<file path="src/bss_pkg.sv">
// Package for the SAH split selector: payload structs, box types and the box union.
// No dependencies; every other file of the block imports it.
package bss_pkg;

  localparam int COORD_W = 16;
  localparam int ID_W    = 24;
  localparam int SPLIT_W = 7;
  localparam int AXIS_W  = 2;
  localparam int CNT_W   = 7;   // holds a primitive count of up to 127
  localparam int EXT_W   = 17;  // exact extent max - min
  localparam int PROD_W  = 34;
  localparam int AREA_W  = 36;
  localparam int COST_W  = 46;

  localparam logic [AXIS_W-1:0] AXIS_X = 2'd0;
  localparam logic [AXIS_W-1:0] AXIS_Y = 2'd1;
  localparam logic [AXIS_W-1:0] AXIS_Z = 2'd2;

  typedef struct packed {
    logic signed [COORD_W-1:0] min_x;
    logic signed [COORD_W-1:0] min_y;
    logic signed [COORD_W-1:0] min_z;
    logic signed [COORD_W-1:0] max_x;
    logic signed [COORD_W-1:0] max_y;
    logic signed [COORD_W-1:0] max_z;
  } box_t;

  typedef struct packed {
    logic signed [COORD_W-1:0] x;
    logic signed [COORD_W-1:0] y;
    logic signed [COORD_W-1:0] z;
  } cent_t;

  typedef struct packed {
    logic signed [COORD_W-1:0] box_min_x;
    logic signed [COORD_W-1:0] box_min_y;
    logic signed [COORD_W-1:0] box_min_z;
    logic signed [COORD_W-1:0] box_max_x;
    logic signed [COORD_W-1:0] box_max_y;
    logic signed [COORD_W-1:0] box_max_z;
    logic signed [COORD_W-1:0] centroid_x;
    logic signed [COORD_W-1:0] centroid_y;
    logic signed [COORD_W-1:0] centroid_z;
    logic [ID_W-1:0]           prim_id;
    logic                      last_prim;
  } in_t;

  typedef struct packed {
    logic [ID_W-1:0]    sorted_id;
    logic [SPLIT_W-1:0] split_pos;
    logic [AXIS_W-1:0]  chosen_axis;
    logic               last_out;
  } res_t;

  // one stored primitive
  typedef struct packed {
    box_t            box;
    cent_t           cent;
    logic [ID_W-1:0] id;
  } prim_t;

  // one closed run, handed from loader to engine
  typedef struct packed {
    logic [CNT_W-1:0] cnt;
    box_t             parent;
  } job_t;

  function automatic box_t box_merge(box_t a, box_t b);
    box_t r;
    r.min_x = (b.min_x < a.min_x) ? b.min_x : a.min_x;
    r.min_y = (b.min_y < a.min_y) ? b.min_y : a.min_y;
    r.min_z = (b.min_z < a.min_z) ? b.min_z : a.min_z;
    r.max_x = (b.max_x > a.max_x) ? b.max_x : a.max_x;
    r.max_y = (b.max_y > a.max_y) ? b.max_y : a.max_y;
    r.max_z = (b.max_z > a.max_z) ? b.max_z : a.max_z;
    return r;
  endfunction

endpackage

</file>
<file path="src/bss_job_queue.sv">
// Two-entry queue of closed runs between loader and engine.
// Depends on bss_pkg.
module bss_job_queue (
  input  logic          clk_i,
  input  logic          rst_ni,
  input  logic          push_i,
  input  bss_pkg::job_t job_i,
  input  logic          pop_i,
  output logic          empty_o,
  output bss_pkg::job_t head_o
);
  import bss_pkg::*;

  job_t       slot_q [2];
  logic       wp_q, rp_q;
  logic [1:0] fill_q;

  assign empty_o = (fill_q == 2'd0);
  assign head_o  = slot_q[rp_q];

  // store payload
  always_ff @(posedge clk_i) begin
    if (push_i && fill_q != 2'd2) slot_q[wp_q] <= job_i;
  end

  // advance pointers
  always_ff @(posedge clk_i or negedge rst_ni) begin
    if (!rst_ni) begin
      wp_q   <= 1'b0;
      rp_q   <= 1'b0;
      fill_q <= 2'd0;
    end else begin
      if (push_i && fill_q != 2'd2) wp_q <= ~wp_q;
      if (pop_i && !empty_o) rp_q <= ~rp_q;
      fill_q <= fill_q + {1'b0, push_i && fill_q != 2'd2} - {1'b0, pop_i && !empty_o};
    end
  end

endmodule

</file>
<file path="config.mk">
export PLATFORM = sky130hd
export DESIGN_NAME = bss_job_queue
export DESIGN_NICKNAME = d
export VERILOG_FILES = /design/src/bss_pkg.sv /design/src/bss_job_queue.sv
export SDC_FILE = /design/constraint.sdc
export NUM_CORES = 1
export LEC_CHECK = 0
export BUFFER_PORTS_ARGS = -buffer_cell sky130_fd_sc_hd__buf_2
export CAP_MARGIN = 40
export CORE_MARGIN = 1
export CORE_UTILIZATION = 49
export CTS_BUF_LIST = sky130_fd_sc_hd__clkbuf_4 sky130_fd_sc_hd__clkbuf_8
export CTS_CLUSTER_DIAMETER = 100
export DETAILED_ROUTE_END_ITERATION = 10
export HOLD_SLACK_MARGIN = 0.12
export PLACE_DENSITY = 0.78
export SETUP_SLACK_MARGIN = 0.15
export SKIP_CTS_REPAIR_TIMING = 1
export SLEW_MARGIN = 20
export SYNTH_ARGS = -nofsm -noshare
export SYNTH_HDL_FRONTEND = slang
export SYNTH_SLANG_ARGS = --single-unit
</file>
<file path="constraint.sdc">
create_clock -name clk_i -period 4.96 [get_ports clk_i]
set_clock_uncertainty 0.1 [all_clocks]
set_input_delay 0 -clock clk_i [delete_from_list [all_inputs] [get_ports clk_i]]
set_output_delay 0 -clock clk_i [all_outputs]
set_load 0.01 [all_outputs]
</file>
==> flow_summary.toml <==
[outcome]
outcome = "complete, no violations"

[timing]
setup_slack_ns = 2.19
setup_tns_ns = 0
period_needed_ns = 2.77
hold_viol_final = 0
hold_ws_ns = 0.142
setup_violations = 0
fin_crit_sh = 0.559
max-slew-margin-rel = 0.591
timing.fmax_mhz = 361
finalMaxSlewViolations = 0
worstMarginPinSlew_ns = 0.613
rsz0062_at_grt = "no"

[power]
p_leak_nw = 4.42
cellPowerDensity_nw_per_um2 = 528
peakVddDrop_uv = 346

[placement]
hpwl_um = 9140
port_buffers = 210
placed_area_um2 = 9190
place_inst = 754
dpl_worst_slack_ns = 2.66
gp_congestion = 0.717

[floorplanning]
dieArea_um2 = 16600
row_count = 45
start_util = 0.511
core_area_um2 = 15400
io_pins = 211
die_h_um = 129
die_w_um = 129

[grt]
grt_max_degree = 72
use_met1 = 0.185
grt_pass1_vias = 4033
antenna_found_initial = 0
grt-busiest-layer = "met2"
grt_use_met3 = 0.0628
use_met2 = 0.286
grt_overflow_total = 0
grt_usage = 0.164
grt_pass1_wl_um = 20500

[yosys]
netlist.area_leader.share = 0.785
yosys-top-cells-area = "edfxtp_1, mux2_4, mux2_2, dfrtp_1, buf_6"
synth.largest_area_cell = "edfxtp_1"
synth_enable_flop_cells = 206
async_flop_share = 0.0190
synth_cell_type_count = 14
synthesis.area_um2 = 7880
synthCells = 339
avgSynthCellArea_um2 = 23.3
yosysMostFrequentCell = "edfxtp_1"
synth_warnings = 0
synth_top_flop_cell = "edfxtp_1"
yosysSeqAreaShare = 0.797
synth_seq_cells = 210
synth_commonest_cells = "edfxtp_1, mux2_4, mux2_2"
synth_nets = 448

[routing]
dr.pass1.iters = 4
vias_per_cell = 4.73
wl_per_cell_um = 17.2
ant_nets = 0
drt-total-wl_um = 16100
post-route-drc-count = 0
vias = 4441
drt_iter0_drc = 184

[clock_network]
path_clk_slew_ns = 0.06
clock-sinks = 210
cts_max_path_buffers = 3
cts_tree = "yes"
h-tree-depth = 2
clk-insertion-delay-late_ns = 0.48
root_buffer = "clkbuf_8"
cts_buffers = 35

[critical_path]
required_ns = 4.86
path_class = "flop to output pin"
endpoint_kind = "output pin"
cp.arrival_ns = 2.67
r2r_cells = 5
cp_max_fo = 41
cp-start-kind = "flop"
timing.rr.end = "slot_q[0][0]$_DFFE_PP_"
r2r-start = "fill_q[1]$_DFF_PN0_"
rrSetupSlack_ns = 2.73

[worst_hold_path]
worstHoldPathCells = 2
hold_end = "slot_q[0][93]$_DFFE_PP_"
hold_class = "input port to flop"
hp-start = "job_i[93]"

[finish]
area_growth_pct = 40.9
stdcell_count = 938
final_area_um2 = 11100
drive_gt1_frac = 0.519
fin_nets = 814
fill_cells = 974

[job]
maxCapViolations = 0
[power breakdown]
part	internal (W)	leakage [nW]	switching, W
clock network	0.000787	0.346	0.000611
registers	0.00243	1.96	0.000175
logic	0.000969	2.12	0.000898
total	0.00419	4.42	0.00168
[metrics by stage]
step	util	total power (W)
floorplan	-	0.00387
global placement	0.593	0.00432
detailed placement	0.596	0.00441
CTS	0.638	0.00582
global route	0.720	0.00614
finish	0.720	0.00587
[layout by cell type (no fill, tap or decap)]
master and count:
dfrtp_4 1, mux2_2 43, dlygate4sd3_1 124, clkbuf_4 14, ha_1 2, nor2_4 2
xnor2_1 3, diode_2 1, buf_16 2, nor2b_1 1, nor2_1 1, clkinv_2 2
mux2_4 60, clkbuf_8 37, edfxtp_1 206, buf_2 210, dfrtp_1 3, buf_12 2
inv_1 3, xor2_1 1, buf_4 3, clkinv_1 5, o21ai_2 1
[cells by family after synthesis]
kind of cell    Yosys count  synth area share
simple gates              4           0.00222
compound gates            1           0.00111
buf+inv                  15            0.0159
fa+ha+maj                 2           0.00317
xor+xnor                  4           0.00445
flops                   210             0.797
mux                     103             0.176
[state kept, by name (all words and copies together), names as in the netlist]
name / flops
wp_q: 1
slot_q: 206
rp_q: 1
fill_q: 2
[per-layer routing]
metal | up-vias | share of wire
met3 | 26 | 0.070
li1 | 2073 | -
met1 | 2165 | 0.38
met2 | 177 | 0.53
met5 | - | 0
met4 | 0 | 0.013
[layout make-up]
cell class | instances | area (um^2) | share of cell area
clock inverters | 7 | 28.8 | 0.00259
multi-input cells | 114 | 1490 | 0.134
flip-flops and latches | 210 | 6290 | 0.566
clock buffers | 51 | 614 | 0.0553
diodes | 1 | 2.50 | 0.000225
inverters | 3 | 11.3 | 0.00101
repair buffers | 341 | 2410 | 0.217
well taps | 211 | 264 | 0.0238
[how the worst max path moves through the flow]
stage               slack (ns)                     end           startpoint  cells past startpoint
finish                    2.19              head_o[50]     rp_q$_DFFE_PN0P_                      4
global route              2.05              head_o[50]     rp_q$_DFFE_PN0P_                      4
CTS                       2.11              head_o[60]     rp_q$_DFFE_PN0P_                      4
detailed placement        2.66              head_o[60]     rp_q$_DFFE_PN0P_                      4
global placement          2.57              head_o[71]     rp_q$_DFFE_PN0P_                      3
floorplan                -0.54  slot_q[0][0]$_DFFE_PP_  fill_q[1]$_DFF_PN0_                      3
[critical path, stage by stage, from the launching register on]
cell	delay (ns)
dfrtp_4	0.81
buf_12	0.33
buf_4	0.52
mux2_4	0.35
buf_2	0.14
No activity file was read; power rests on OpenSTA's default activity.
