--- src/bss_pkg.sv ---
// Package for the SAH split selector: payload structs, box types and the box union.
// No dependencies; every other file of the block imports it.
package bss_pkg;

  localparam int COORD_W = 16;
  localparam int ID_W    = 24;
  localparam int SPLIT_W = 7;
  localparam int AXIS_W  = 2;
  localparam int CNT_W   = 7;   // holds a primitive count of up to 127
  localparam int EXT_W   = 17;  // exact extent max - min
  localparam int PROD_W  = 34;
  localparam int AREA_W  = 36;
  localparam int COST_W  = 46;

  localparam logic [AXIS_W-1:0] AXIS_X = 2'd0;
  localparam logic [AXIS_W-1:0] AXIS_Y = 2'd1;
  localparam logic [AXIS_W-1:0] AXIS_Z = 2'd2;

  typedef struct packed {
    logic signed [COORD_W-1:0] min_x;
    logic signed [COORD_W-1:0] min_y;
    logic signed [COORD_W-1:0] min_z;
    logic signed [COORD_W-1:0] max_x;
    logic signed [COORD_W-1:0] max_y;
    logic signed [COORD_W-1:0] max_z;
  } box_t;

  typedef struct packed {
    logic signed [COORD_W-1:0] x;
    logic signed [COORD_W-1:0] y;
    logic signed [COORD_W-1:0] z;
  } cent_t;

  typedef struct packed {
    logic signed [COORD_W-1:0] box_min_x;
    logic signed [COORD_W-1:0] box_min_y;
    logic signed [COORD_W-1:0] box_min_z;
    logic signed [COORD_W-1:0] box_max_x;
    logic signed [COORD_W-1:0] box_max_y;
    logic signed [COORD_W-1:0] box_max_z;
    logic signed [COORD_W-1:0] centroid_x;
    logic signed [COORD_W-1:0] centroid_y;
    logic signed [COORD_W-1:0] centroid_z;
    logic [ID_W-1:0]           prim_id;
    logic                      last_prim;
  } in_t;

  typedef struct packed {
    logic [ID_W-1:0]    sorted_id;
    logic [SPLIT_W-1:0] split_pos;
    logic [AXIS_W-1:0]  chosen_axis;
    logic               last_out;
  } res_t;

  // one stored primitive
  typedef struct packed {
    box_t            box;
    cent_t           cent;
    logic [ID_W-1:0] id;
  } prim_t;

  // one closed run, handed from loader to engine
  typedef struct packed {
    logic [CNT_W-1:0] cnt;
    box_t             parent;
  } job_t;

  function automatic box_t box_merge(box_t a, box_t b);
    box_t r;
    r.min_x = (b.min_x < a.min_x) ? b.min_x : a.min_x;
    r.min_y = (b.min_y < a.min_y) ? b.min_y : a.min_y;
    r.min_z = (b.min_z < a.min_z) ? b.min_z : a.min_z;
    r.max_x = (b.max_x > a.max_x) ? b.max_x : a.max_x;
    r.max_y = (b.max_y > a.max_y) ? b.max_y : a.max_y;
    r.max_z = (b.max_z > a.max_z) ? b.max_z : a.max_z;
    return r;
  endfunction

endpackage

--- src/bss_front.sv ---
// Loader: stores each accepted primitive while the store has room, keeps the parent union and closes runs.
// Depends on bss_pkg.
module bss_front #(
  parameter int MAX_PRIMS = 32,
  parameter int IW = 5,
  parameter int CW = 6
) (
  input  logic            clk_i,
  input  logic            rst_ni,
  input  logic            accept_i,
  input  bss_pkg::in_t    item_i,
  output logic            wr_en_o,
  output logic [IW-1:0]   wr_addr_o,
  output bss_pkg::prim_t  wr_prim_o,
  output logic            push_o,
  output bss_pkg::job_t   job_o
);
  import bss_pkg::*;

  logic [CW-1:0] count_q, count_d;
  box_t          parent_q, parent_d;
  box_t          in_box, merged;
  logic          has_room;

  // unpack the request into store format
  always_comb begin
    in_box.min_x = item_i.box_min_x;
    in_box.min_y = item_i.box_min_y;
    in_box.min_z = item_i.box_min_z;
    in_box.max_x = item_i.box_max_x;
    in_box.max_y = item_i.box_max_y;
    in_box.max_z = item_i.box_max_z;
    wr_prim_o.box    = in_box;
    wr_prim_o.cent.x = item_i.centroid_x;
    wr_prim_o.cent.y = item_i.centroid_y;
    wr_prim_o.cent.z = item_i.centroid_z;
    wr_prim_o.id     = item_i.prim_id;
  end

  assign has_room  = count_q < CW'(MAX_PRIMS);
  assign merged    = (count_q == '0) ? in_box : box_merge(parent_q, in_box);
  assign wr_en_o   = accept_i && has_room;
  assign wr_addr_o = count_q[IW-1:0];

  // close the run on the last request; a full store drops the item but keeps the run
  always_comb begin
    count_d    = count_q;
    parent_d   = parent_q;
    push_o     = 1'b0;
    job_o.cnt  = CNT_W'(count_q);
    job_o.parent = parent_q;
    if (accept_i) begin
      if (has_room) begin
        count_d      = count_q + 1'b1;
        parent_d     = merged;
        job_o.cnt    = CNT_W'(count_d);
        job_o.parent = merged;
      end
      if (item_i.last_prim) begin
        push_o   = 1'b1;
        count_d  = '0;
        parent_d = '0;
      end
    end
  end

  always_ff @(posedge clk_i or negedge rst_ni) begin
    if (!rst_ni) begin
      count_q  <= '0;
      parent_q <= '0;
    end else begin
      count_q  <= count_d;
      parent_q <= parent_d;
    end
  end

endmodule

--- config.mk ---
export PLATFORM = sky130hd
export DESIGN_NAME = bss_front
export DESIGN_NICKNAME = d
export VERILOG_FILES = /design/src/bss_pkg.sv /design/src/bss_front.sv
export SDC_FILE = /design/constraint.sdc
export NUM_CORES = 1
export LEC_CHECK = 0
export BUFFER_PORTS_ARGS = -buffer_cell sky130_fd_sc_hd__buf_2
export CAP_MARGIN = 20
export CORE_AREA = 3 3 173 175
export DETAILED_ROUTE_END_ITERATION = 10
export DIE_AREA = 0 0 176 178
export GPL_TIMING_DRIVEN = 0
export PLACE_DENSITY = 0.59
export SYNTH_ARGS = -nofsm -noshare
export SYNTH_HDL_FRONTEND = slang
export SYNTH_SLANG_ARGS = --single-unit
export TNS_END_PERCENT = 30
--- constraint.sdc ---
create_clock -name clk_i -period 6.55 [get_ports clk_i]
set_input_delay 0.3275 -clock clk_i [delete_from_list [all_inputs] [get_ports clk_i]]
set_output_delay 0.3275 -clock clk_i [all_outputs]
set_load 0.01 [all_outputs]
==> flow_summary.ini, run 1 <==
[status]
outcome = completed

[finish]
syn_to_final_growth_pct = 27.01
final_area_mm2 = 0.01266
antenna_cells = 0
final_layout_size_suffix_gt1_frac = 0.4752
fin_nets = 1716

[route]
firstDrtPassIters = 5
wl_per_cell_um = 16.01
routed_wl_um = 29400
vias = 8956
ant_nets = 0
drc_errors = 0
viasPerCell = 4.878
drtIter0Drc = 513

[yosys]
synth_fa_ha_area_frac = 0.1205
yosysWarnings = 0
synth_area_per_cell_um2 = 9.412
ys_seq_area_frac = 0.2561
ys_seq_elements = 102
netlist_area_mm2 = 0.009967
synthFlopType = dfrtp_1
synthXorXnorAreaFrac = 0.003515
yosysTopAreaCellShare = 0.2561
synthArstFlopShare = 1.000
synthSimpleGateAreaFrac = 0.1161
synth_top_family_by_area = buffers and inverters
synth_fp_nets = 1327
synth_top_area_cell = dfrtp_1
yosys-top-cells-area = dfrtp_1, buf_4, ha_1
synth_edf_count = 0
synth-compound-area-share = 0.1641
ys_types = 70
syn_inst = 1059
muxShareOfSynthArea = 0.1405

[timing]
final.setup.tns_ns = 0
finalCritPeriodShare = 0.5698
skew_ns = 0.01436
relSlewSlack = 0.4770
final-hold-violation-count = 0
holdWs_ns = 0.2443
rsz0062_at_grt = false
tightest_slew_ns = 0.7845
fmax_mhz = 267.9
finalMaxSlewViolations = 0
fin_crit_ns = 3.732
setup_viol = 0

[pwr]
power_mw = 2.735
power_leakage_nw = 6.717
ir_drop_mv = 0.1369
p_per_area_mw_per_mm2 = 216.1

[worst_setup_path]
slowest_stage = a2111oi_2
arrival_ns = 3.40
critical_path_class = flip-flop to primary output
worst_ep_required_time_ns = 6.22
endpoint_kind = primary output
max_stage_delay_ns = 0.49
cp_max_fo = 10
cp_cell_sequence = inv_1 -> ha_1 -> nand4_1 -> a2111oi_2 -> nor3_1 -> a311oi_2 -> nand2b_1 -> buf_4 -> buf_6 -> mux2_2 -> buf_2
startpoint_type = flip-flop

[global_route]
antenna_found_initial = 0
grt_pass1_vias = 8523
grt_pass1_wl_um = 45900
grt_start_max_net_pins = 57
grt_overflow_total = 0
grt_usage = 0.1799

[die]
dieArea_mm2 = 0.03133
pin_count = 450
initial_core_util = 0.3482
die_h_um = 178
rows = 62
die_x_um = 176
core_area_mm2 = 0.02863

[placed_design]
place_area_mm2 = 0.01236
io_buffers = 375
dpl.hpwl_um = 23170
place.gp.congestion = 0.7816

[cts]
clock_latency_ns = 0.35
ctsRootBufferMaster = clkbuf_16
path_clk_slew_ns = 0.08
cts_tree = yes
cts-buffers-inserted = 9
clkSinkCount = 102
cts_buffer_depth = 2
htree_levels = 3
post_cts_buffers = 0

[min_path]
min_path_type = input port to flip-flop

[run]
cap_violations = 0
worst paths after layout:
| kind | startpoint | endpoint | slack, ns | depth (start not counted) |
|---|---|---|---|---|
| worst max-delay path | parent_q[31] | job_o[27] | 2.82 | 11 |
| worst min-delay path | item_i[145] | parent_q[72] | 0.24 | 2 |
| worst max register to register | parent_q[31] | parent_q[18] | 3.64 | 8 |
| worst min register to register | parent_q[61] | parent_q[61] | 0.50 | 1 |
| max in group asynchronous | rst_ni | parent_q[15] | 5.38 | 3 |
| min in group asynchronous | rst_ni | parent_q[57] | 0.48 | 2 |
stage by stage:
step	util	instances	worst slack, ns
finish	0.4423	1836	2.818
global route	0.4423	1836	2.582
CTS	0.4420	1835	2.827
detailed placement	0.4317	1819	3.193
global placement	0.4305	1818	3.176
floorplan	-	1059	3.702
cells in the final DEF, fill, tap and decap left out, types with 3 or more instances in the layout:
| cell type | instances |
|---|---|
| nor2b_1 | 9 |
| nand3_1 | 23 |
| nor2_1 | 15 |
| mux2i_2 | 3 |
| o221ai_1 | 19 |
| ha_1 | 96 |
| o21a_1 | 4 |
| a41oi_1 | 3 |
| and4_1 | 10 |
| buf_4 | 180 |
| a22o_1 | 41 |
| nand2_1 | 73 |
| a21oi_1 | 23 |
| mux2_1 | 5 |
| or4_1 | 3 |
| mux2_4 | 20 |
| nand2b_1 | 5 |
| dfrtp_1 | 102 |
| nor2_2 | 3 |
| a2bb2oi_1 | 30 |
| clkbuf_16 | 9 |
| mux2i_1 | 36 |
| o211ai_1 | 7 |
| nor3_1 | 5 |
| buf_2 | 378 |
| and2_1 | 3 |
| mux2_2 | 57 |
| clkbuf_1 | 26 |
| buf_1 | 3 |
| a21o_1 | 18 |
| nand3b_1 | 33 |
| buf_6 | 8 |
| o21ai_0 | 28 |
| inv_1 | 103 |
| nand4_1 | 7 |
synth_stat cells (4+ instances only):
library cell and number:
a21o_1 18, a21oi_1 23, a22o_1 41, a2bb2oi_1 30, and4_1 10, buf_2 4
buf_4 179, buf_6 7, clkbuf_1 26, dfrtp_1 102, ha_1 96, inv_1 103
mux2_1 5, mux2_2 57, mux2_4 20, mux2i_1 36, nand2_1 73, nand2b_1 5
nand3_1 23, nand3b_1 33, nand4_1 7, nor2_1 15, nor2b_1 9, nor3_1 5
o211ai_1 7, o21a_1 4, o21ai_0 28, o221ai_1 19
cells by family after synthesis:
family | count (synthesis)
AND/OR/NAND/NOR | 206
flip-flops | 102
AO/OA/AOI/OAI | 204
buffers and inverters | 325
multiplexers | 121
adder cells (fa/ha/maj) | 96
other | 1
XOR/XNOR | 4
critical path, delay by kind of cell, from the launching register on:
kind | cells | cell delay, ns
AND/OR/NAND/NOR | 3 | 0.50
adder cells (fa/ha/maj) | 1 | 0.32
AO/OA/AOI/OAI | 2 | 0.92
flip-flops | 1 | 0.40
buffers and inverters | 4 | 0.56
multiplexers | 1 | 0.34
per-layer routing:
metal | global-route usage | share of wire | vias up
li1 | - | - | 4362
met1 | 0.2381 | 0.44 | 4288
met2 | 0.3119 | 0.49 | 287
met3 | 0.02895 | 0.055 | 19
met4 | 0.03563 | 0.010 | 0
met5 | 0 | 0 | -
flip-flops by register name, indices dropped and copies added, names as in the netlist:
name	count
parent_q	96
count_q	6
report_power, final:
| part | switching (mW) | internal [mW] |
|---|---|---|
| logic | 0.698 | 0.664 |
| registers | 0.0887 | 0.738 |
| clock network | 0.268 | 0.280 |
cell type report:
cell class	instances	area [µm²]
repair buffers	378	1928
clock buffers	11	252.7
fillers	2862	15970
multi-input cells	632	5433
inverters	104	390.4
well taps	384	480.5
clock inverters	4	31.28
flip-flops and latches	102	2552
plain buffers	221	1592
what timing repair did:
item                      in CTS  in global routing
hold endpoints to repair      46                  0
hold buffers                   1                  0
resized for setup              0                  0
No activity file was read; power rests on OpenSTA's default activity.
==> run 2, diff against run 1 <==
--- a/config.mk
+++ b/config.mk
@@ -7,11 +7,11 @@
 export LEC_CHECK = 0
 export BUFFER_PORTS_ARGS = -buffer_cell sky130_fd_sc_hd__buf_2
 export CAP_MARGIN = 20
-export CORE_AREA = 3 3 173 175
+export CORE_AREA = 3 3 175 177
 export DETAILED_ROUTE_END_ITERATION = 10
-export DIE_AREA = 0 0 176 178
+export DIE_AREA = 0 0 178 180
 export GPL_TIMING_DRIVEN = 0
-export PLACE_DENSITY = 0.59
+export PLACE_DENSITY = 0.58
 export SYNTH_ARGS = -nofsm -noshare
 export SYNTH_HDL_FRONTEND = slang
 export SYNTH_SLANG_ARGS = --single-unit
==> constraint.sdc (replaced) <==
create_clock -name clk_i -period 3.6 [get_ports clk_i]
set_input_delay 0.18 -clock clk_i [delete_from_list [all_inputs] [get_ports clk_i]]
set_output_delay 0.18 -clock clk_i [all_outputs]
set_load 0.01 [all_outputs]
==> run 2 against run 1 <==
  * Wire length grew 2.0%
  * Non-clock buffer count grew 6
  * Die area grew 2.3%
  * First-iteration DRC count shrank 21%
  * Final cell count grew 0.71%
  * Sequential power grew 82%
  * Via count shrank 0.47%
  * Sequential share of layout area shrank 0.19 points
  * Setup slack lost 2.7 ns
  * Sequential cell count is the same
  * Combinational power grew 85%
  * Largest power group unchanged
==> flow_summary.ini, run 2 (synthesized netlist as in run 1, its figures left out) <==
[status]
outcome = completed

[finish]
final_layout_size_suffix_gt1_frac = 0.4798
top_register = parent_q
fin_nets = 1722
antenna_cells = 0
final_common_cell = buf_2
syn_to_final_growth_pct = 28.23
instances_no_fill = 1849
largest_reg_flops = 96
final_cell_mix = buf_2, buf_4, inv_1
final_area_mm2 = 0.01278
reg_top3 = parent_q (96), count_q (6)

[global_route]
antenna_found_initial = 0
grt_start_max_net_pins = 53
grt_pass1_wl_um = 46690
grt_pass1_vias = 8736
grt_usage = 0.1791
grt_overflow_total = 0

[timing]
fin_ws_ns = 0.1547
finalCritPeriodShare = 0.9570
relSlewSlack = 0.2312
setup_viol = 0
skew_ns = 0.01358
tightest_slew_ns = 1.144
fmax_mhz = 290.2
finalMaxSlewViolations = 0
final.setup.tns_ns = 0
fin_crit_ns = 3.445
holdWs_ns = 0.09573
final-hold-violation-count = 0
rsz0062_at_grt = false

[placed_design]
io_buffers = 375
place_area_mm2 = 0.01237
dp_slack_ns = 0.4246
place.gp.congestion = 0.8045
placed_cells = 1825
dpl.hpwl_um = 23460

[worst_setup_path]
r2r_cells = 11
cp_cell_sequence = inv_1 -> ha_1 -> and4_1 -> and4_4 -> a21boi_1 -> or4_1 -> o211a_2 -> o21ai_4 -> buf_6 -> mux2_2 -> buf_2
slowest_stage = or4_1
endpoint_kind = primary output
cp_max_fo = 10
rrSetupSlack_ns = 0.67
regToRegStartpoint = parent_q[31]
critical_path_class = flip-flop to primary output
worst_ep_required_time_ns = 3.42
worstReg2RegEnd = parent_q[21]
startpoint_type = flip-flop
max_stage_delay_ns = 0.46
startpoint = parent_q[15]
arrival_ns = 3.27

[run]
cap_violations = 0

[pwr]
p_per_area_mw_per_mm2 = 398.4
pwr-share-comb = 0.495
switchingPower_mw = 1.951
p_int_mw = 3.141
power_leakage_nw = 6.761
ir_drop_mv = 0.2306
switching_share = 0.3831
power_frac_clock = 0.210
p_seq_frac = 0.295

[die]
die_x_um = 178
initial_core_util = 0.3390
pin_count = 450
rows = 63
die_h_um = 180
dieArea_mm2 = 0.03204
core_area_mm2 = 0.02940

[cts]
ctsRootBufferMaster = clkbuf_16
cts-buffers-inserted = 9
clkSinkCount = 102
cts_buffer_depth = 2
cts_tree = yes
htree_levels = 3
path_clk_slew_ns = 0.08
clock_latency_ns = 0.36

[min_path]
hold_depth = 2
min_path_type = input port to flip-flop
hold_path_startpoint = item_i[147]
hold_end = parent_q[74]

[route]
vias = 8914
drc_errors = 0
viasPerCell = 4.821
firstDrtPassIters = 4
drtIter0Drc = 406
ant_nets = 0
routed_wl_um = 29990
wl_per_cell_um = 16.22
==> run 2: layer usage <==
metal,global-route usage,part of all wire,wire [µm],up-vias
met5,0,0,0,-
met4,0.04336,0.011,323,0
met3,0.02598,0.051,1544,22
met2,0.3123,0.50,14940,277
met1,0.2316,0.44,13190,4254
li1,-,-,-,4361
==> run 2: power groups by stage <==
stage                     Sequential (mW)  Clock [mW]  Combinational, mW
final                                1.50        1.07               2.52
after detailed placement             1.52           0               2.50
after CTS                            1.50        1.11               2.52
after floorplan                      1.47           0               1.71
after global placement               1.51           0               2.48
after global routing                 1.53        1.15               2.79
==> run 2: metrics by stage <==
stage / total power [mW] / util
4_1_cts: 5.132 / 0.4313
5_1_grt: 5.475 / 0.4347
3_3_place_gp: 3.992 / 0.4194
3_5_place_dp: 4.020 / 0.4206
2_1_floorplan: 3.181 / -
6_report: 5.092 / 0.4347
==> run 2: worst max-delay path by stage <==
stage	endpoint	slack, ns	cells past startpoint
3_5_place_dp	job_o[26]	0.42	11
3_3_place_gp	job_o[26]	0.47	12
6_report	job_o[14]	0.15	11
4_1_cts	job_o[26]	0.02	11
5_1_grt	job_o[40]	0.03	11
2_1_floorplan	job_o[10]	0.90	10
==> run 2: worst max-delay path, delay by kind of cell, from the launching register on <==
family,cells,cell delay [ns]
simple gates,3,0.90
compound gates,3,0.53
buf+inv,3,0.42
flops,1,0.39
mux,1,0.36
fa+ha+maj,1,0.31
==> run 2: layout make-up <==
type | instances | area, µm²
plain buffers | 220 | 1584
clock buffers | 11 | 242.7
clock inverters | 5 | 63.81
fillers | 2925 | 16620
inverters | 104 | 390.4
multi-input cells | 632 | 5479
flip-flops and latches | 102 | 2552
well taps | 390 | 488.0
repair buffers | 385 | 1981
==> run 2: repair_timing <==
action,in CTS,in global routing
hold buffers,1,0
gates resized for setup,0,8
hold endpoints to repair,50,0
endpoints found under the setup margin,0,31
setup buffers,0,8
